--- src/rtl/frt_pkg.sv ---
// Shared definitions for the quarter-turn frame rotator.
// No dependencies; imported by every rtl module of the block.
`default_nettype none

package frt_pkg;

	// Default sizing of the frame store
	localparam int DEF_MAX_SIDE   = 64;
	localparam int DEF_PIXEL_BITS = 24;

	// Fixed port widths
	localparam int PIX_PORT_BITS = 24;
	localparam int CFG_IDX_BITS  = 2;
	localparam int CFG_DATA_BITS = 7;
	localparam int SIDE_REG_BITS = 7;
	localparam int TURN_REG_BITS = 4;

	// Register map
	localparam logic [CFG_IDX_BITS-1:0] REG_FRAME_WIDTH   = 2'd0;
	localparam logic [CFG_IDX_BITS-1:0] REG_FRAME_HEIGHT  = 2'd1;
	localparam logic [CFG_IDX_BITS-1:0] REG_QUARTER_TURNS = 2'd2;

	// Request commands
	localparam logic CMD_LOAD  = 1'b0;
	localparam logic CMD_DRAIN = 1'b1;

	// Net clockwise turn
	localparam logic [1:0] TURN_0   = 2'd0;
	localparam logic [1:0] TURN_90  = 2'd1;
	localparam logic [1:0] TURN_180 = 2'd2;
	localparam logic [1:0] TURN_270 = 2'd3;

	// Memory access issued by the address stage
	typedef struct packed {
		logic valid;
		logic write;
		logic not_ready;
		logic last;
	} frt_req_t;

endpackage

`default_nettype wire

--- src/rtl/frt_cfg.sv ---
// Configuration registers and derived frame geometry.
// Depends on frt_pkg.
`default_nettype none

module frt_cfg import frt_pkg::*; #(
	parameter int MAX_SIDE = DEF_MAX_SIDE
) (
	input  wire logic                      clk,
	input  wire logic                      arst_n,
	input  wire logic                      cfg_valid,
	input  wire logic [CFG_IDX_BITS-1:0]   cfg_index,
	input  wire logic [CFG_DATA_BITS-1:0]  cfg_data,
	output logic                           clear,
	output logic [$clog2(MAX_SIDE+1)-1:0]  w,
	output logic [$clog2(MAX_SIDE+1)-1:0]  h,
	output logic [1:0]                     turn,
	output logic [$clog2(MAX_SIDE+1)-1:0]  ow,
	output logic [$clog2(MAX_SIDE+1)-1:0]  oh,
	output logic [$clog2(MAX_SIDE*MAX_SIDE+1)-1:0] total
);

	localparam int SVW      = $clog2(MAX_SIDE+1);
	localparam int CW       = $clog2(MAX_SIDE*MAX_SIDE+1);
	localparam int CMPW     = (SVW > SIDE_REG_BITS) ? SVW : SIDE_REG_BITS;
	localparam int RST_SIDE = (MAX_SIDE < 64) ? MAX_SIDE : 64;

	logic [SVW-1:0]           w_q, h_q, ow_q, oh_q, side_new;
	logic [TURN_REG_BITS-1:0] turn_q;
	logic [CW-1:0]            total_q;
	logic [CMPW-1:0]          data_ext;

	// zero reads as one, anything above the store side saturates
	always_comb begin
		data_ext = CMPW'(cfg_data[SIDE_REG_BITS-1:0]);
		if (data_ext == '0) begin
			side_new = SVW'(1);
		end else if (data_ext > CMPW'(MAX_SIDE)) begin
			side_new = SVW'(MAX_SIDE);
		end else begin
			side_new = SVW'(data_ext);
		end
	end

	always_ff @(posedge clk or negedge arst_n) begin
		if (!arst_n) begin
			w_q    <= SVW'(RST_SIDE);
			h_q    <= SVW'(RST_SIDE);
			turn_q <= '0;
		end else if (cfg_valid) begin
			case (cfg_index)
				REG_FRAME_WIDTH:   w_q    <= side_new;
				REG_FRAME_HEIGHT:  h_q    <= side_new;
				REG_QUARTER_TURNS: turn_q <= cfg_data[TURN_REG_BITS-1:0];
				default: ;
			endcase
		end
	end

	// geometry is registered from the configuration registers and follows them in the next cycle
	always_ff @(posedge clk or negedge arst_n) begin
		if (!arst_n) begin
			ow_q    <= SVW'(RST_SIDE);
			oh_q    <= SVW'(RST_SIDE);
			total_q <= CW'(RST_SIDE * RST_SIDE);
		end else begin
			ow_q    <= turn_q[0] ? h_q : w_q;
			oh_q    <= turn_q[0] ? w_q : h_q;
			total_q <= CW'(w_q * h_q);
		end
	end

	assign clear = cfg_valid && (cfg_index == REG_FRAME_WIDTH ||
		cfg_index == REG_FRAME_HEIGHT || cfg_index == REG_QUARTER_TURNS);
	assign w     = w_q;
	assign h     = h_q;
	assign turn  = turn_q[1:0];
	assign ow    = ow_q;
	assign oh    = oh_q;
	assign total = total_q;

endmodule

`default_nettype wire

--- config.mk ---
export PLATFORM = sky130hd
export DESIGN_NAME = frt_cfg
export DESIGN_NICKNAME = d
export VERILOG_FILES = /design/src/rtl/frt_pkg.sv /design/src/rtl/frt_cfg.sv
export SDC_FILE = /design/constraint.sdc
export NUM_CORES = 1
export LEC_CHECK = 0
export ABC_AREA = 1
export BUFFER_PORTS_ARGS = -buffer_cell sky130_fd_sc_hd__buf_4
export CORE_MARGIN = 4
export CORE_UTILIZATION = 31
export CTS_CLUSTER_DIAMETER = 30
export DETAILED_ROUTE_END_ITERATION = 8
export SYNTH_ARGS = -nofsm -noshare
export SYNTH_HDL_FRONTEND = slang
export SYNTH_SLANG_ARGS = --single-unit
--- constraint.sdc ---
create_clock -name clk -period 5 [get_ports clk]
set_input_delay 0.25 -clock clk [delete_from_list [all_inputs] [get_ports clk]]
set_output_delay 0.25 -clock clk [all_outputs]
set_load 0.01 [all_outputs]
Word-level counts from Yosys, hierarchy flattened

Cells that the tools add are included.

Register bits after elaboration: 43
Bits of input ports: 12
Output and inout bits: 44
Logic and storage cells: 22

Multiply operators: 1
Order comparisons: 1
Eq/ne operators: 2
Mux-type cells: 4
Reduce and logical (&&, ||, !) cells: 8

Operators by type and width:

| kind               | count |
|---|---|
| $mux 7             | 4 |
| $mul 7x7->13       | 1 |
| $gt 7x7->1 const B | 1 |
| $logic_not 7->1    | 1 |
| $reduce_and 2->1   | 3 |
| $eq 2x1->1 const B | 1 |
| $eq 2x2->1 const B | 1 |
| $logic_not 2->1    | 1 |
| $logic_or 1x1->1   | 2 |
| $logic_and 1x1->1  | 1 |

Longest topological paths before layout

Depth in word-level cells: 4
Depth in mapped cells: 19
Mapped depth without buffers: 18

Worst setup path before layout

Ideal clock, no wire load.

Path type: register -> register
Start: register h_q[6], in the netlist h[6]
End: register total_q[7], in the netlist total[7]
Setup time: 0.080 ns
Arrival time: 3.701 ns
Data required time: 4.920 ns
Slack: 1.219 ns
Stages on the path, launching flop included: 13
Path buffers: 1
Period minus slack after synthesis: 3.781 ns
Path through: dfstp_2 > buf_2 > nand2_1 > fa_1 > fa_1 > fa_1 > inv_1 > fa_1 > ha_1 > a21oi_1 > nand2_1 > a21oi_1 > xnor2_1

Longest elaborated chain between the ends: 1

Ends and longest elaborated chain:

| element                | RTL line      | text |
|---|---|---|
| start, declared        | frt_cfg.sv:27 | `logic [SVW-1:0] w_q, h_q, ow_q, oh_q, side_new;` |
| start signal, assigned | frt_cfg.sv:47 | `h_q <= SVW'(RST_SIDE);` |
| start signal, assigned | frt_cfg.sv:52 | `REG_FRAME_HEIGHT: h_q <= side_new;` |
| $mul 7x7->13           | frt_cfg.sv:68 | `total_q <= CW'(w_q * h_q);` |
| end signal, assigned   | frt_cfg.sv:64 | `total_q <= CW'(RST_SIDE * RST_SIDE);` |
| end signal, assigned   | frt_cfg.sv:68 |  |
| end, declared          | frt_cfg.sv:29 | `logic [CW-1:0] total_q;` |

Every way passes these cells.
A chain may end at the register's enable or synchronous reset.

Worst setup path in the final report

Ends and elaborated chain as after synthesis.

==> impl_metrics.yaml <==
clock_tree:
  cts_tree: "built"
  root_buffer: "clkbuf_8"
  clkLatencyLatePin_ps: 300
  cts_buffer_depth: 2
  cts_made_buffers: 5
  htreeDepth: 2
  numClockSinks: 43
  clk_pin_slew_ps: 90
sta:
  hold_viol_final: 0
  rsz0062_at_grt: "no"
  finalMaxSlewViolations: 0
  slew_headroom_pct: 47.5
  tightest_slew_ps: 787
  period_share_pct: 76.9
  holdWs_ps: 228
  final.setup.worst_slack_ps: 1150
  setup_tns_ps: 0
  finalSetupViolCount: 0
  finalCriticalPeriod_ps: 3850
  fmax_mhz: 260
  skew_ps: 6.45
setup_path:
  r2r_slack_ps: 1150
  cp.required_ps: 5230
  cp-start-kind: "register"
  r2r_end: "total[7]"
  crit_type: "register to register"
  rr_startpoint: "h[6]"
  crit_fanout: 9
  crit_arrival_ps: 4080
  startpoint: "h[6]"
  crit_path_end: "total[7]"
  end_kind: "register"
  r2r_cells: 11
logic_synthesis:
  synth_top_area_share_pct: 29.2
  yosys_warnings: 0
  netlist_top_cells_count: "nand2_1, inv_1, dfrtp_1, ha_1, fa_1"
  synthTopCellsByArea: "dfrtp_1, nand2_1, fa_1, ha_1, inv_1"
  synth_area_mm2: 0.00326
  yosys.area.top_type: "dfrtp_1"
  synth_ff_type: "dfrtp_1"
  synth_cell_types: 22
  netlist_instances: 410
  async_reset_ff_share_pct: 100
  ys_seq_area_share_pct: 33.2
  synth_most_common_cell: "nand2_1"
  avgSynthCellArea_um2: 7.94
  synth_edf_count: 0
  ys_ff_latch: 43
  syn_nets: 475
global_routing:
  grt_pass1_vias: 2707
  antenna_found_initial: 0
  overflow: 0
  grt_pass1_wl_um: 12500
  grt_use_met3_pct: 3.62
  met2_usage_pct: 20.3
  grt_usage_pct: 12.1
  gr-max-usage-layer: "met2"
  grtUsageMet1_pct: 15.5
  grt_start_max_net_pins: 44
power:
  p_sw_share_pct: 37.8
  internal_power_uw: 757
  peakVddDrop_uv: 132
  p_per_area_mw_per_mm2: 315
  p_leak_uw: 0.00232
  pwr-share-comb_pct: 38.4
  p_sw_uw: 460
  p_seq_share_pct: 41.5
  clockPowerShare_pct: 20.1
drt:
  vias_per_cell: 4.30
  ant_nets: 0
  drt_iter0_drc: 75
  first_pass_iters: 4
  vias: 2547
  wl_um: 6990
  wire_per_inst_um: 11.8
  drc: 0
floorplan:
  fp.dieW_um: 110
  io_pins: 56
  chipHeight_um: 110
  dieArea_mm2: 0.0122
  row_count: 37
  start_util_pct: 31.7
  core_area_mm2: 0.0103
outcome:
  status: "finished, final reports clean"
cells_and_area:
  nFillCells: 1090
  final_nets: 520
  n_antenna_cell: 0
  drive_above_1_share_pct: 16.2
  syn2layout_area_growth_pct: 18.7
placement:
  dp_slack_ps: 1190
  dpl.hpwl_um: 5610
  port-buffer-count: 55
  place_congestion: 0.816
run:
  cap_viol_max_count: 0
min_path:
  hold_path_class: "primary input to register"
[worst max-delay path, cell delays in order (launching register included)]
cell	delay, ps
dfstp_2	610
nand2_1	100
fa_1	520
fa_1	510
fa_1	540
inv_1	50
fa_1	470
ha_1	360
a21oi_1	210
nand2_1	100
a21oi_1	170
xnor2_1	140
[worst min-delay path by stage]
stage | start | cells past startpoint | to | slack (ps)
floorplan | arst_n | 0 | h[0] | -50
global placement | arst_n | 1 | total[2] | 270
detailed placement | arst_n | 1 | total[2] | 280
CTS | cfg_data[6] | 3 | w[6] | 210
global route | cfg_data[6] | 3 | w[6] | 220
finish | cfg_data[6] | 3 | w[6] | 230
[layer usage]
metal	vias up	wire length [µm]
met5	-	0
met4	0	88
met3	8	315
met2	60	3310
met1	1160	3270
li1	1319	-
[metrics by stage]
| step | power (µW) | std cells | cell area (µm²) | utilization [%] |
|---|---|---|---|---|
| after floorplan | 786 | 410 | 3260 | - |
| after global placement | 981 | 583 | 3760 | 36.5 |
| after detailed placement | 988 | 583 | 3760 | 36.5 |
| after CTS | 1240 | 592 | 3860 | 37.6 |
| after global routing | 1330 | 592 | 3860 | 37.6 |
| final | 1220 | 592 | 3860 | 37.6 |
[flip-flops by register name (all words and copies together) (netlist names)]
name,cells
turn_q,2
total,13
ow,7
h,7
oh,7
w,7
[repair_timing]
action,CTS,global route
setup endpoints to repair,0,0
buffers inserted,0,0
hold buffers,1,0
gates resized for setup,0,0
hold endpoints to repair,38,0
[kinds of logic after synthesis]
logic type,count (synthesis),synth area share [%]
and+or+nand+nor,163,20.4
buffers and inverters,105,12.6
adders and majority gates,53,25.7
DFF,43,33.2
AOI/OAI and AO/OA,40,6.46
xor gates and xnor gates,6,1.61
[layout by cell type, fill, tap and decap left out, types with 3 or more instances in the layout]
cell type and n:
a21oi_1 10, buf_4 55, clkbuf_8 6, dfrtp_1 38, dfstp_2 5, fa_1 23
ha_1 30, inv_1 85, nand2_1 123, nand3_1 17, nand4_1 3, nor2_1 18
o21ai_0 22, o21ai_1 5, xor2_1 4
[cell type report]
type	count	area [µm²]	share of cell area [%]
Multi-Input combinational cell	262	1760	45.6
Sequential cell	43	1080	28.0
Timing Repair Buffer	56	423	10.9
Inverter	87	327	8.45
Tap cell	136	170	4.40
Clock buffer	6	82.6	2.14
Clock inverter	2	16.3	0.421
[power groups by stage]
stage	clock network, µW	registers, µW	logic, µW
floorplan	0	500	286
global placement	0	512	469
detailed placement	0	514	474
CTS	258	507	479
global route	275	520	539
finish	245	505	467
No activity file was read; power rests on OpenSTA's default activity.
