[config.mk]
export PLATFORM = sky130hd
export DESIGN_NAME = frt_addr
export DESIGN_NICKNAME = d
export VERILOG_FILES = /design/src/rtl/frt_pkg.sv /design/src/rtl/frt_addr.sv
export SDC_FILE = /design/constraint.sdc
export NUM_CORES = 1
export LEC_CHECK = 0
export BUFFER_PORTS_ARGS = -buffer_cell sky130_fd_sc_hd__buf_2
export CAP_MARGIN = 10
export CORE_ASPECT_RATIO = 0.9
export CORE_MARGIN = 4
export CORE_UTILIZATION = 59
export DETAILED_ROUTE_END_ITERATION = 7
export PLACE_DENSITY_LB_ADDON = 0.3
export SYNTH_ARGS = -nofsm -noshare
export SYNTH_HDL_FRONTEND = slang
export SYNTH_SLANG_ARGS = --single-unit
[constraint.sdc]
create_clock -name clk -period 13.31 [get_ports clk]
set_input_delay 2.662 -clock clk [delete_from_list [all_inputs] [get_ports clk]]
set_output_delay 2.662 -clock clk [all_outputs]
set_load 0.01 [all_outputs]
[src/rtl/frt_pkg.sv]
// Shared definitions for the quarter-turn frame rotator.
// No dependencies; imported by every rtl module of the block.
`default_nettype none

package frt_pkg;

	// Default sizing of the frame store
	localparam int DEF_MAX_SIDE   = 64;
	localparam int DEF_PIXEL_BITS = 24;

	// Fixed port widths
	localparam int PIX_PORT_BITS = 24;
	localparam int CFG_IDX_BITS  = 2;
	localparam int CFG_DATA_BITS = 7;
	localparam int SIDE_REG_BITS = 7;
	localparam int TURN_REG_BITS = 4;

	// Register map
	localparam logic [CFG_IDX_BITS-1:0] REG_FRAME_WIDTH   = 2'd0;
	localparam logic [CFG_IDX_BITS-1:0] REG_FRAME_HEIGHT  = 2'd1;
	localparam logic [CFG_IDX_BITS-1:0] REG_QUARTER_TURNS = 2'd2;

	// Request commands
	localparam logic CMD_LOAD  = 1'b0;
	localparam logic CMD_DRAIN = 1'b1;

	// Net clockwise turn
	localparam logic [1:0] TURN_0   = 2'd0;
	localparam logic [1:0] TURN_90  = 2'd1;
	localparam logic [1:0] TURN_180 = 2'd2;
	localparam logic [1:0] TURN_270 = 2'd3;

	// Memory access issued by the address stage
	typedef struct packed {
		logic valid;
		logic write;
		logic not_ready;
		logic last;
	} frt_req_t;

endpackage

`default_nettype wire

[src/rtl/frt_addr.sv]
// Request register, load/drain counters and rotated address generation.
// Depends on frt_pkg.
`default_nettype none

module frt_addr import frt_pkg::*; #(
	parameter int MAX_SIDE   = DEF_MAX_SIDE,
	parameter int PIXEL_BITS = DEF_PIXEL_BITS
) (
	input  wire logic                      clk,
	input  wire logic                      arst_n,
	input  wire logic                      accept,
	input  wire logic                      command,
	input  wire logic [PIX_PORT_BITS-1:0]  pixel_in,
	input  wire logic                      clear,
	input  wire logic [$clog2(MAX_SIDE+1)-1:0] w,
	input  wire logic [$clog2(MAX_SIDE+1)-1:0] h,
	input  wire logic [1:0]                turn,
	input  wire logic [$clog2(MAX_SIDE+1)-1:0] ow,
	input  wire logic [$clog2(MAX_SIDE+1)-1:0] oh,
	input  wire logic [$clog2(MAX_SIDE*MAX_SIDE+1)-1:0] total,
	output frt_req_t                       req,
	output logic [$clog2(MAX_SIDE*MAX_SIDE)-1:0] addr,
	output logic [PIXEL_BITS-1:0]          wdata
);

	localparam int SVW = $clog2(MAX_SIDE+1);
	localparam int SW  = $clog2(MAX_SIDE);
	localparam int CW  = $clog2(MAX_SIDE*MAX_SIDE+1);
	localparam int AW  = $clog2(MAX_SIDE*MAX_SIDE);
	localparam int PW  = SW + SVW + 1;

	logic                     valid_s1, cmd_s1;
	logic [PIX_PORT_BITS-1:0] pix_s1;

	logic [CW-1:0] cnt_q;
	logic [SW-1:0] row_q, col_q;
	logic          full_q;

	logic          restart, wrap, last, is_load;
	logic [CW-1:0] base, cnt_inc;
	logic [SW-1:0] row_c, col_c, sr, sc, hm1, wm1, owm1;
	logic [PW-1:0] raddr;

	always_ff @(posedge clk or negedge arst_n) begin
		if (!arst_n) begin
			valid_s1 <= 1'b0;
		end else begin
			valid_s1 <= accept;
		end
	end

	always_ff @(posedge clk) begin
		if (accept) begin
			cmd_s1 <= command;
			pix_s1 <= pixel_in;
		end
	end

	always_comb begin
		is_load = (cmd_s1 == CMD_LOAD);
		// a load after a complete frame starts a new one
		restart = full_q || (cnt_q >= total);
		base    = restart ? '0 : cnt_q;
		cnt_inc = base + CW'(1);

		wrap  = (SVW'(row_q) >= oh) || (SVW'(col_q) >= ow);
		row_c = wrap ? '0 : row_q;
		col_c = wrap ? '0 : col_q;

		hm1  = SW'(h - SVW'(1));
		wm1  = SW'(w - SVW'(1));
		owm1 = SW'(ow - SVW'(1));

		case (turn)
			TURN_90: begin
				sr = hm1 - col_c;
				sc = row_c;
			end
			TURN_180: begin
				sr = hm1 - row_c;
				sc = wm1 - col_c;
			end
			TURN_270: begin
				sr = col_c;
				sc = wm1 - row_c;
			end
			default: begin
				sr = row_c;
				sc = col_c;
			end
		endcase

		raddr = PW'(sr) * PW'(w) + PW'(sc);
		last  = (SVW'(row_c) == oh - SVW'(1)) && (col_c == owm1);
	end

	always_ff @(posedge clk or negedge arst_n) begin
		if (!arst_n) begin
			cnt_q  <= '0;
			row_q  <= '0;
			col_q  <= '0;
			full_q <= 1'b0;
		end else if (clear) begin
			cnt_q  <= '0;
			row_q  <= '0;
			col_q  <= '0;
			full_q <= 1'b0;
		end else if (valid_s1) begin
			if (is_load) begin
				cnt_q <= cnt_inc;
				if (cnt_inc >= total) begin
					full_q <= 1'b1;
					row_q  <= '0;
					col_q  <= '0;
				end else if (restart) begin
					full_q <= 1'b0;
					row_q  <= '0;
					col_q  <= '0;
				end
			end else if (full_q) begin
				if (last) begin
					row_q <= '0;
					col_q <= '0;
				end else if (col_c == owm1) begin
					row_q <= row_c + SW'(1);
					col_q <= '0;
				end else begin
					row_q <= row_c;
					col_q <= col_c + SW'(1);
				end
			end
		end
	end

	assign req.valid     = valid_s1;
	assign req.write     = valid_s1 && is_load;
	assign req.not_ready = !is_load && !full_q;
	assign req.last      = !is_load && full_q && last;
	assign addr          = is_load ? base[AW-1:0] : raddr[AW-1:0];
	assign wdata         = pix_s1[PIXEL_BITS-1:0];

endmodule

`default_nettype wire

### Yosys cells after proc, flatten, opt, wreduce, memory -nomap -nowiden

Cells that the tools add are included.

* register bits: 52
* bits of input ports: 72
* output and inout bits: 40
* word-level logic and storage cells: 74

* add/sub/neg operators: 12
* multiply operators: 1
* magnitude comparators: 4
* eq/ne operators: 7
* multiplexer cells: 28
* bitwise operators: 1
* reduce and logical (&&, ||, !) cells: 14

Operator list (count)
* 6-bit two-way mux: 16
* 13-bit two-way mux: 4
* 6-bit case mux with 3 select lines: 2
* 13-bit greater-or-equal comparator: 2
* 6-bit subtractor: 4
* 6-bit by 1-bit subtractor with 6-bit output, second input constant: 3
* 6-bit by 7-bit greater-or-equal comparator with 1-bit output: 2
* 13-bit by 1-bit adder with 13-bit output, second input constant: 1
* 12-bit by 6-bit adder with 12-bit output: 1
* 6-bit by 1-bit adder with 6-bit output, second input constant: 2
* 6-bit by 7-bit multiplier with 12-bit output: 1
* 12-bit two-way mux: 1
* 6-bit by 7-bit == test with 1-bit output: 1
* 7-bit by 1-bit subtractor with 7-bit output, second input constant: 1
* 6-bit == test: 1
* 3-bit AND reduction: 2
* 1-bit logical AND: 5
* 1-bit two-way mux: 5
* 2-bit == test, second input constant: 2
* 4-bit nonzero test: 1
* 3-bit by 2-bit != test with 1-bit output, second input constant: 1
* 3-bit nonzero test: 1
* 2-bit by 1-bit == test with 1-bit output, second input constant: 1
* 1-bit logical OR: 2
* 5 further kinds: 5

### Logic depth before layout (Yosys ltp)

Gate-level depths: netlist of the first run.

* word-level depth: 10
* gate-level depth with buffers: 38
* gate-level depth less buffers: 36

### Worst setup path after synthesis of the first run

OpenSTA, ideal clock, no wires.

* kind: input -> output
* start point: input oh[4]
* end point: output addr[11]
* arrival time: 10.085 ns
* data required time: 10.648 ns
* path slack: 0.563 ns
* stages on the path: 36
* buffers on the path: 1
* cells stage by stage: inv_1 -> ha_1 -> a211oi_1 -> o32a_1 -> o21ai_0 -> nor2_1 -> clkbuf_1 -> nand2_1 -> inv_1 -> nand2_1 -> o21ai_0 -> ha_1 -> inv_1 -> fa_1 -> a21o_1 -> a21oi_1 -> xnor2_1 -> a32oi_1 -> nor2_1 -> a21oi_1 -> nand2b_1 -> fa_1 -> fa_1 -> inv_1 -> fa_1 -> inv_1 -> fa_1 -> inv_1 -> ha_1 -> o21ai_0 -> nor2_1 -> or4_1 -> a41oi_1 -> nor2_1 -> a221oi_1 -> nand3_1

* word-level cells in the longest chain between the ends: 8
* elaborated cells between the ends (all ways): 13
* classes of those cells: add/sub (5); mul (1); order compare (1); mux (5); reduce/logical (1)

RTL lines
* start: declaration: RTL line frt_addr.sv:19 `input wire logic [$clog2(MAX_SIDE+1)-1:0] oh,`
* 6-bit by 7-bit greater-or-equal comparator with 1-bit output (*): RTL line frt_addr.sv:66 `wrap = (SVW'(row_q) >= oh) || (SVW'(col_q) >= ow);`
* 1-bit logical OR (*): RTL line frt_addr.sv:66
* 6-bit two-way mux (on tied branches): RTL line frt_addr.sv:67, frt_addr.sv:68
* 6-bit subtractor (on tied branches): RTL line frt_addr.sv:80, frt_addr.sv:76
* 6-bit case mux with 3 select lines: RTL line frt_addr.sv:74 `case (turn)`
* 6-bit by 7-bit multiplier with 12-bit output: RTL line frt_addr.sv:93 `raddr = PW'(sr) * PW'(w) + PW'(sc);`
* 12-bit by 6-bit adder with 12-bit output (*): RTL line frt_addr.sv:93
* 12-bit two-way mux (*): RTL line frt_addr.sv:139 `assign addr = is_load ? base[AW-1:0] : raddr[AW-1:0];`
* end: declaration: RTL line frt_addr.sv:22 `output logic [$clog2(MAX_SIDE*MAX_SIDE)-1:0] addr,`

Every way passes the cells marked *; elsewhere a longest branch is shown, timed or not.

### Worst setup path after layout of the first run

Same ends and word-level chain as after synthesis.

==> results of run 1 <==
power breakdown:
group	internal, mW	switching, mW	leakage (nW)	total, mW
sequential	0.177	0.00612	0.617	0.183
combinational	0.125	0.168	2.97	0.292
clock	0.0726	0.0647	0.0767	0.137
total	0.374	0.239	3.66	0.613
Yosys cell counts, types with 4 or more instances:
| master | n | area (um2) |
|---|---|---|
| a211oi_1 | 9 | 67.6 |
| a21o_1 | 11 | 82.6 |
| a21oi_1 | 39 | 195 |
| a221oi_1 | 5 | 43.8 |
| a32oi_1 | 5 | 43.8 |
| and2_1 | 21 | 131 |
| and3_1 | 6 | 37.5 |
| clkbuf_1 | 25 | 93.8 |
| dfrtp_1 | 27 | 676 |
| edfxtp_1 | 25 | 751 |
| fa_1 | 25 | 500 |
| ha_1 | 89 | 1110 |
| inv_1 | 84 | 315 |
| mux2_2 | 5 | 56.3 |
| mux2i_1 | 7 | 70.1 |
| nand2_1 | 91 | 342 |
| nand2b_1 | 15 | 93.8 |
| nand3_1 | 18 | 90.1 |
| nand3b_1 | 5 | 37.5 |
| nand4_1 | 9 | 56.3 |
| nor2_1 | 71 | 267 |
| nor2b_1 | 16 | 100 |
| nor3_1 | 8 | 40.0 |
| nor3b_1 | 6 | 45.0 |
| o21a_1 | 4 | 30.0 |
| o21ai_0 | 40 | 200 |
| o21ai_1 | 4 | 20.0 |
| o31ai_1 | 9 | 67.6 |
| or2_2 | 4 | 25.0 |
| or4_1 | 4 | 30.0 |
| xnor2_1 | 31 | 272 |
| xor2_1 | 17 | 149 |
per-layer routing:
layer,share of wire (%),GRT usage (%),vias to the layer above
li1,-,-,2971
met1,43,34.4,2869
met2,47,43.8,267
met3,8.1,3.92,20
met4,1.2,7.03,0
met5,0,0,-
final timing paths:
check / from / to / slack [ns] / depth (start not counted)
worst max register to register: cnt_q[10]$_DFFE_PN0P_ / row_q[2]$_DFFE_PN0P_ / 8.29 / 24
worst min-delay path: cnt_q[0]$_DFFE_PN0P_ / cnt_q[0]$_DFFE_PN0P_ / 0.53 / 1
worst max-delay path: oh[4] / addr[11] / 0.40 / 37
worst min register to register: cnt_q[0]$_DFFE_PN0P_ / cnt_q[0]$_DFFE_PN0P_ / 0.53 / 1
min in group asynchronous: arst_n / row_q[5]$_DFFE_PN0P_ / 2.40 / 1
max in group asynchronous: arst_n / row_q[1]$_DFFE_PN0P_ / 10.48 / 1
kinds of logic after synthesis:
logic type	Yosys count	synth area share, %
and+or+nand+nor	292	22.1
AOI/OAI and AO/OA	163	16.4
buffers and inverters	116	6.84
adders and majority gates	114	24.6
DFF	52	21.7
xor gates and xnor gates	48	6.41
muxes	12	1.93
registers in the layout, summed over array words and instances (netlist names):
register,cells
cnt_q,13
valid_s1,1
cmd_s1,1
row_q,6
full_q,1
wdata,24
col_q,6
stage by stage:
stage / hold WS [ns] / util (%) / power (mW) / TNS (ns)
after floorplan: 0.457 / - / 0.384 / 0
after global placement: 0.485 / 66.8 / 0.459 / 0
after detailed placement: 0.516 / 66.8 / 0.469 / 0
after CTS: 0.531 / 68.2 / 0.608 / 0
after global routing: 0.571 / 69.1 / 0.662 / -0.0737
final: 0.535 / 69.1 / 0.613 / 0
layout by cell type (no fill, tap or decap), drive strengths merged, types with 16 or more instances in the layout:
cell / n
a21oi: 40
and2: 21
buf: 125
dfrtp: 27
edfxtp: 25
fa: 25
ha: 89
inv: 87
nand2: 91
nand3: 19
nor2: 71
nor2b: 16
o21ai: 44
xnor2: 31
xor2: 17
repair_timing:
action                     4_1_cts  5_1_grt
setup endpoints to repair        0        3
resized for setup                0       13
setup buffers                    0        5
final cells by class:
class / instances / area share, %
Clock buffer: 5 / 1.67
Sequential cell: 52 / 19.0
Tap cell: 152 / 2.54
Inverter: 84 / 4.21
Multi-Input combinational cell: 629 / 63.3
Clock inverter: 3 / 0.384
Timing Repair Buffer: 125 / 8.85
worst max-delay path, delay by kind of cell:
family,cells,cell delay (ns)
adder cells (fa/ha/maj),8,3.33
buffers and inverters,8,0.70
AO/OA/AOI/OAI,11,1.83
XOR/XNOR,1,0.14
AND/OR/NAND/NOR,9,1.60
==> metrics.md, run 1 <==
| Metric | Value |
|---|---|
| Fin area | `7500 um2` |
| CTS tree | `built` |
| Critical path fanouts, max | `7` |
| # fillers | `869` |
| WL final | `16800 um` |
| Worst-Margin Slew | `0.911 ns` |
| Mapped Avg Cell Area | `8.23 um2` |
| Register bit total from synthesis | `52` |
| FMAX | `77.5 MHz` |
| Max-slew headroom | `39.3%` |
| Number of flops mapped to enable cells by yosys | `25` |
| CTS Hold Bufs | `0` |
| Post-synth cell types | `76` |
| Gr ovfl total | `0` |
| Tmin final | `12.91 ns` |
| First-pass GRT wire length | `27700 um` |
| Die Area | `12900 um2` |
| CTS max path bufs | `2` |
| Largest net degree at the start of global routing | `33` |
| Root Driver | `clkbuf_16` |
| Die Y | `108 um` |
| All-Layer GR Usage | `25.8%` |
| HP Class | `reg2reg` |
| Final hold vios | `0` |
| Final setup violation count | `0` |
| Clock latency on the worst-skew pair | `0.30 ns` |
| Critical Path RT | `10.65 ns` |
| Setup crit end kind | `output pin` |
| Max Clock Skew | `0.00963 ns` |
| Synth Instances | `797` |
| H-tree level count | `2` |
| Die width | `119 um` |
| Via-per-instance ratio | `5.84` |
| Clock transition at path regs | `0.07 ns` |
| Syn nets | `983` |
| Syn. warnings | `0` |
| Period utilisation layout | `97.0%` |
| Status | `finished, final reports clean` |
| Mapped cell area | `6560 um2` |
| Main flop type after synthesis | `dfrtp_1` |
| Nets@finish | `1083` |
| Max-Cap Viols | `0` |
| Post-DP Area | `7250 um2` |
| Critical path startpoint category | `input port` |
| Drt first pass iters | `5` |
| Row count | `36` |
| Setup WS post-layout | `0.399 ns` |
| Share of cells above drive strength 1 | `18.2%` |
| Core area | `10900 um2` |
| Number of buffers created by CTS | `5` |
| Multi-input gate area | `4750 um2` |
| Dpl hpwl | `13200 um` |
| Placed Cells | `1037` |
| WS Path Type | `in2out` |
| Fraction of registers with async set/reset | `51.9%` |
| Vias in the first global route | `5992` |
| Gpl congestion | `0.904` |
| Vias | `6127` |
| Final Non-Filler Cells | `1050` |
| Flip-flop and latch area | `1430 um2` |
| Pre-CTS setup slack | `0.110 ns` |
| Initial Utilization | `60.5%` |
| Slowest Stage Delay on Critical Path | `0.55 ns` |
| Ports | `112` |
| WL per Instance | `16.0 um` |
| Ant. Diodes | `0` |
| Seq/Total Area, Yosys | `21.7%` |
| DR iter-0 viols | `434` |
| CTS sink count | `52` |
| Data arrival, critical path | `10.25 ns` |
| Port bufs | `110` |
| Initial antenna violation count | `0` |
| Worst VDD drop | `60.5 uV` |
| Final-report max-slew violation count | `0` |
| Synthesis-to-layout area growth | `14.2%` |
| Post-route antenna net violation count | `0` |
| Leakage | `3.66 nW` |
| Pwr Density | `81.8 nW/um2` |
| Slowest stage cell, crit path | `fa_1` |
| Number of remaining DRC errors | `0` |
No activity file was read; power rests on OpenSTA's default activity.
==> run 2: changes to the inputs <==
--- a/config.mk
+++ b/config.mk
@@ -8,7 +8,6 @@
 export BUFFER_PORTS_ARGS = -buffer_cell sky130_fd_sc_hd__buf_2
 export CAP_MARGIN = 10
 export CORE_ASPECT_RATIO = 0.9
-export CORE_MARGIN = 4
 export CORE_UTILIZATION = 59
 export DETAILED_ROUTE_END_ITERATION = 7
 export PLACE_DENSITY_LB_ADDON = 0.3
==> run 2 against run 1 <==
Net effect:
- power shrank 0.25%
- utilization shrank 0.38 points
- combinational power is essentially flat
- register-to-register slack lost 0.08 ns
- clock skew shrank 0.0040 ns
- die area shrank 10%
- flip-flop and latch count is the same
- clock power is essentially flat
- wire length shrank 2.4%
- worst hold slack lost 0.025 ns
- first-iteration DRC count shrank 12%
- critical path type unchanged
- critical endpoint unchanged
- largest cell class unchanged
- highest routed layer unchanged
==> metrics.md, run 2 (synthesis results as in run 1) <==
| Metric | Value |
|---|---|
| Status | `finished, final reports clean` |
| CP startpoint | `oh[4]` |
| Final hold vios | `0` |
| Dpl hpwl | `13100 um` |
| Total Power | `611 uW` |
| Max Clock Skew | `0.00563 ns` |
| Die width | `113 um` |
| Final setup violation count | `0` |
| Setup crit end kind | `output pin` |
| Nets@finish | `1079` |
| Drt first pass iters | `5` |
| All-Layer GR Usage | `29.4%` |
| Via-per-instance ratio | `6.01` |
| CP bufs+invs | `8` |
| Ports | `112` |
| Crit-path leading delay family | `adder cells` |
| Root Driver | `clkbuf_16` |
| Gpl congestion | `0.867` |
| First-pass GRT wire length | `27400 um` |
| Reg2reg start | `cnt_q[8]$_DFFE_PN0P_` |
| Data arrival, critical path | `10.22 ns` |
| H-tree level count | `2` |
| Hold path start | `cnt_q[0]$_DFFE_PN0P_` |
| Vias in the first global route | `5924` |
| Clock transition at path regs | `0.07 ns` |
| Max-slew headroom | `38.2%` |
| Pwr Density | `82.3 nW/um2` |
| Die Y | `102 um` |
| Final-report max-slew violation count | `0` |
| Post-route antenna net violation count | `0` |
| Worst-Margin Slew | `0.926 ns` |
| Tmin final | `12.88 ns` |
| Number of buffers created by CTS | `5` |
| Largest net degree at the start of global routing | `33` |
| CTS tree | `built` |
| CTS sink count | `52` |
| Port bufs | `110` |
| Initial Utilization | `60.7%` |
| DR iter-0 viols | `380` |
| Initial antenna violation count | `0` |
| Row count | `36` |
| Gr ovfl total | `0` |
| CTS max path bufs | `2` |
| Post-DP Area | `7230 um2` |
| WL final | `16400 um` |
| Max-Cap Viols | `0` |
| WS Path Type | `in2out` |
| Period utilisation layout | `96.8%` |
| Synthesis-to-layout area growth | `13.1%` |
| Die Area | `11500 um2` |
| Setup tns final | `0 ns` |
| Share of cells above drive strength 1 | `17.2%` |
| Number of remaining DRC errors | `0` |
| Commonest non-fill, non-tap cells in the layout | `110 x buf_2, 91 x nand2_1, 89 x ha_1` |
| # fillers | `889` |
| Slowest stage cell, crit path | `fa_1` |
| Ant. Diodes | `0` |
| Critical Path RT | `10.65 ns` |
| Leakage | `3.64 nW` |
| FMAX | `77.6 MHz` |
| Largest register FFs | `24` |
| Fin area | `7420 um2` |
| Core area | `10800 um2` |
| Critical path startpoint category | `input port` |
| HP Class | `reg2reg` |
| Slowest Stage Delay on Critical Path | `0.56 ns` |
| WL per Instance | `16.0 um` |
| Vias | `6176` |
| Clock latency on the worst-skew pair | `0.30 ns` |
| Worst VDD drop | `75.9 uV` |
| Critical path fanouts, max | `7` |
| Most common cell after layout, fill and taps aside | `buf_2` |
==> run 2: final timing paths <==
| check | to | slack (ns) | depth (start not counted) |
|---|---|---|---|
| setup / recovery | addr[11] | 0.43 | 37 |
| hold / removal | cnt_q[0]$_DFFE_PN0P_ | 0.51 | 1 |
| setup reg to reg | col_q[5]$_DFFE_PN0P_ | 8.21 | 24 |
| hold reg to reg | cnt_q[0]$_DFFE_PN0P_ | 0.51 | 1 |
| max in group asynchronous | cnt_q[1]$_DFFE_PN0P_ | 10.50 | 1 |
| min in group asynchronous | cnt_q[10]$_DFFE_PN0P_ | 2.39 | 1 |
==> run 2: area by class of cell <==
class                      count  area [um2]  share of cell area [%]
sequential                    52        1430                    19.2
multi-input combinational    629        4730                    63.7
clock inverter                 3        28.8                   0.388
inverter                      84         315                    4.25
tap                          133         166                    2.24
timing repair buffer         121         633                    8.53
clock buffer                   5         125                    1.69
==> run 2: power by group <==
| part | internal (mW) | total, mW | switching [mW] |
|---|---|---|---|
| Clock | 0.0726 | 0.138 | 0.0651 |
| Sequential | 0.177 | 0.183 | 0.00617 |
| Combinational | 0.124 | 0.290 | 0.166 |
==> run 2: metal layers <==
metal  global-route usage, %  vias to the layer above  share of wire [%]
met1                    37.8                     2890                 43
met3                    3.68                       27                6.7
met2                    52.2                      287                 49
met5                       0                        -                  0
li1                        -                     2972                  -
met4                    8.91                        0                1.6
==> run 2: per-stage QoR <==
step | setup slack, ns | instances | utilization, % | hold WS (ns)
6_report | 0.425 | 1027 | 68.7 | 0.510
3_5_place_dp | 0.135 | 1018 | 66.9 | 0.489
3_3_place_gp | 0.215 | 1018 | 66.9 | 0.487
2_1_floorplan | 0.563 | 797 | - | 0.457
5_1_grt | -0.0490 | 1027 | 68.7 | 0.546
4_1_cts | 0.0767 | 1026 | 68.3 | 0.506
==> run 2: repair_timing <==
action                                  CTS  global route
hold buffers                              0             0
setup buffers                             0             1
endpoints found under the setup margin    0             3
gates resized for setup                   0             8
==> run 3: changes to the inputs <==
--- a/config.mk
+++ b/config.mk
@@ -9,7 +9,9 @@
 export CAP_MARGIN = 10
 export CORE_ASPECT_RATIO = 0.9
 export CORE_UTILIZATION = 59
+export CTS_CLUSTER_SIZE = 12
 export DETAILED_ROUTE_END_ITERATION = 7
+export MAX_ROUTING_LAYER = met4
 export PLACE_DENSITY_LB_ADDON = 0.3
 export SYNTH_ARGS = -nofsm -noshare
 export SYNTH_HDL_FRONTEND = slang
==> run 3 against run 2 <==
Net effect:
- final cell count grew 0.29%
- power is essentially flat
- cell area grew 0.27%
- utilization grew 0.19 points
- fmax is essentially flat
- wire length grew 0.73%
- largest power group unchanged
- via count is essentially flat
- worst hold slack gained 0.00063 ns
- clock-buffer cell count is the same
- largest cell class unchanged
- combinational power is essentially flat
==> metrics.md, run 3 (synthesis results as in run 1) <==
| Metric | Value |
|---|---|
| Pre-CTS setup slack | `0.0658 ns` |
| Nets@finish | `1082` |
| Gpl congestion | `0.873` |
| Setup WS post-layout | `0.420 ns` |
| Period utilisation layout | `96.8%` |
| Via-per-instance ratio | `6.00` |
| DR iter-0 viols | `405` |
| Data arrival, critical path | `10.23 ns` |
| Row count | `36` |
| CTS tree | `built` |
| Slowest stage cell, crit path | `fa_1` |
| Most common cell after layout, fill and taps aside | `buf_2` |
| Commonest non-fill, non-tap cells in the layout | `110 x buf_2, 91 x nand2_1, 88 x ha_1` |
| FMAX | `77.6 MHz` |
| Status | `finished, final reports clean` |
| Tmin final | `12.89 ns` |
| Setup tns final | `0 ns` |
| CTS max path bufs | `2` |
| Vias | `6177` |
| Pwr Density | `82.2 nW/um2` |
| Critical Path RT | `10.65 ns` |
| All-Layer GR Usage | `30.3%` |
| # fillers | `897` |
| Clk pwr share | `22.2%` |
| Max-Cap Viols | `0` |
| Worst VDD drop | `75.3 uV` |
| Crit path top cell by count | `inv_1` |
| WS Path Type | `in2out` |
| Switching share of total power | `38.8%` |
| Clock transition at path regs | `0.07 ns` |
| CTS sink count | `52` |
| Synthesis-to-layout area growth | `13.4%` |
| Psw | `237 uW` |
| Placed Cells | `1017` |
| WL per Instance | `16.1 um` |
| Critical path startpoint category | `input port` |
| Die Y | `102 um` |
| Die Area | `11500 um2` |
| Vias in the first global route | `5880` |
| Internal power | `374 uW` |
| Share of power burned in registers | `30.0%` |
| Crit-path leading delay family | `adder cells` |
| HP Class | `reg2reg` |
| Largest net degree at the start of global routing | `33` |
| Ports | `112` |
| Port bufs | `110` |
| Setup crit end kind | `output pin` |
| H-tree level count | `2` |
| Ant. Diodes | `0` |
| CP bufs+invs | `8` |
| Share of cells above drive strength 1 | `17.5%` |
| Slowest Stage Delay on Critical Path | `0.55 ns` |
| Initial antenna violation count | `0` |
| Final setup violation count | `0` |
| Final Non-Filler Cells | `1030` |
| Leakage | `3.65 nW` |
| Worst-Margin Slew | `0.932 ns` |
| CTS Hold Bufs | `0` |
| Final hold vios | `0` |
| Largest register FFs | `24` |
| Max Clock Skew | `0.00958 ns` |
| Clock latency on the worst-skew pair | `0.30 ns` |
| Flip-flop and latch area | `1430 um2` |
| Drt first pass iters | `6` |
| Initial Utilization | `60.7%` |
| Die width | `113 um` |
| Number of buffers created by CTS | `5` |
| Max-slew headroom | `37.8%` |
| Critical path fanouts, max | `7` |
| WL final | `16600 um` |
| Gr ovfl total | `0` |
| First-pass GRT wire length | `27300 um` |
| Dpl hpwl | `13100 um` |
| Root Driver | `clkbuf_16` |
| Post-route antenna net violation count | `0` |
| Number of remaining DRC errors | `0` |
| Multi-input gate area | `4730 um2` |
| Comb pwr share | `47.8%` |
| Core area | `10800 um2` |
| Final-report max-slew violation count | `0` |
[run 3: cell count changes in the layout (fill, tap and decap cells not counted), sizes merged]
cell,delta
buf,+3
[run 3: worst paths after layout]
check	from	to	slack (ns)	cells after the start
max in group asynchronous	arst_n	cnt_q[4]$_DFFE_PN0P_	10.45	1
max reg2reg	cnt_q[10]$_DFFE_PN0P_	row_q[2]$_DFFE_PN0P_	8.18	23
min in group asynchronous	arst_n	col_q[1]$_DFFE_PN0P_	2.40	1
max	oh[4]	addr[11]	0.42	34
min reg2reg	cnt_q[0]$_DFFE_PN0P_	cnt_q[0]$_DFFE_PN0P_	0.51	1
min	cnt_q[0]$_DFFE_PN0P_	cnt_q[0]$_DFFE_PN0P_	0.51	1
[run 3: cell type report]
| class | instances | share of cell area (%) |
|---|---|---|
| multi-input combinational | 629 | 63.5 |
| sequential | 52 | 19.2 |
| timing repair buffer | 124 | 8.81 |
| inverter | 84 | 4.24 |
| tap | 133 | 2.24 |
| clock buffer | 5 | 1.68 |
| clock inverter | 3 | 0.387 |
[run 3: metrics by stage]
step | utilization [%] | hold WS, ns | area (um2) | total power [mW]
3_3_place_gp | 66.8 | 0.489 | 7220 | 0.458
5_1_grt | 68.9 | 0.524 | 7440 | 0.660
3_5_place_dp | 66.8 | 0.487 | 7220 | 0.471
4_1_cts | 68.2 | 0.503 | 7370 | 0.609
2_1_floorplan | - | 0.457 | 6560 | 0.384
6_report | 68.9 | 0.510 | 7440 | 0.611
[run 3: power by group through the flow]
stage                     combinational, mW  clock (mW)  sequential, mW
after floorplan                       0.197           0           0.187
after global placement                0.272           0           0.186
after detailed placement              0.285           0           0.187
after CTS                             0.288       0.138           0.183
after global routing                  0.331       0.144           0.184
final                                 0.292       0.136           0.183
[run 3: layer usage]
metal / vias to the layer above / global-route usage, % / wire [um]
met2: 247 / 50.1 / 8060
li1: 2974 / - / -
met4: 0 / 10.5 / 335
met3: 42 / 3.08 / 998
met1: 2914 / 39.1 / 7160
met5: - / - / 0
[run 3: repair_timing]
action,4_1_cts,5_1_grt
resized for setup,0,9
setup endpoints to repair,0,3
buffers inserted,0,5
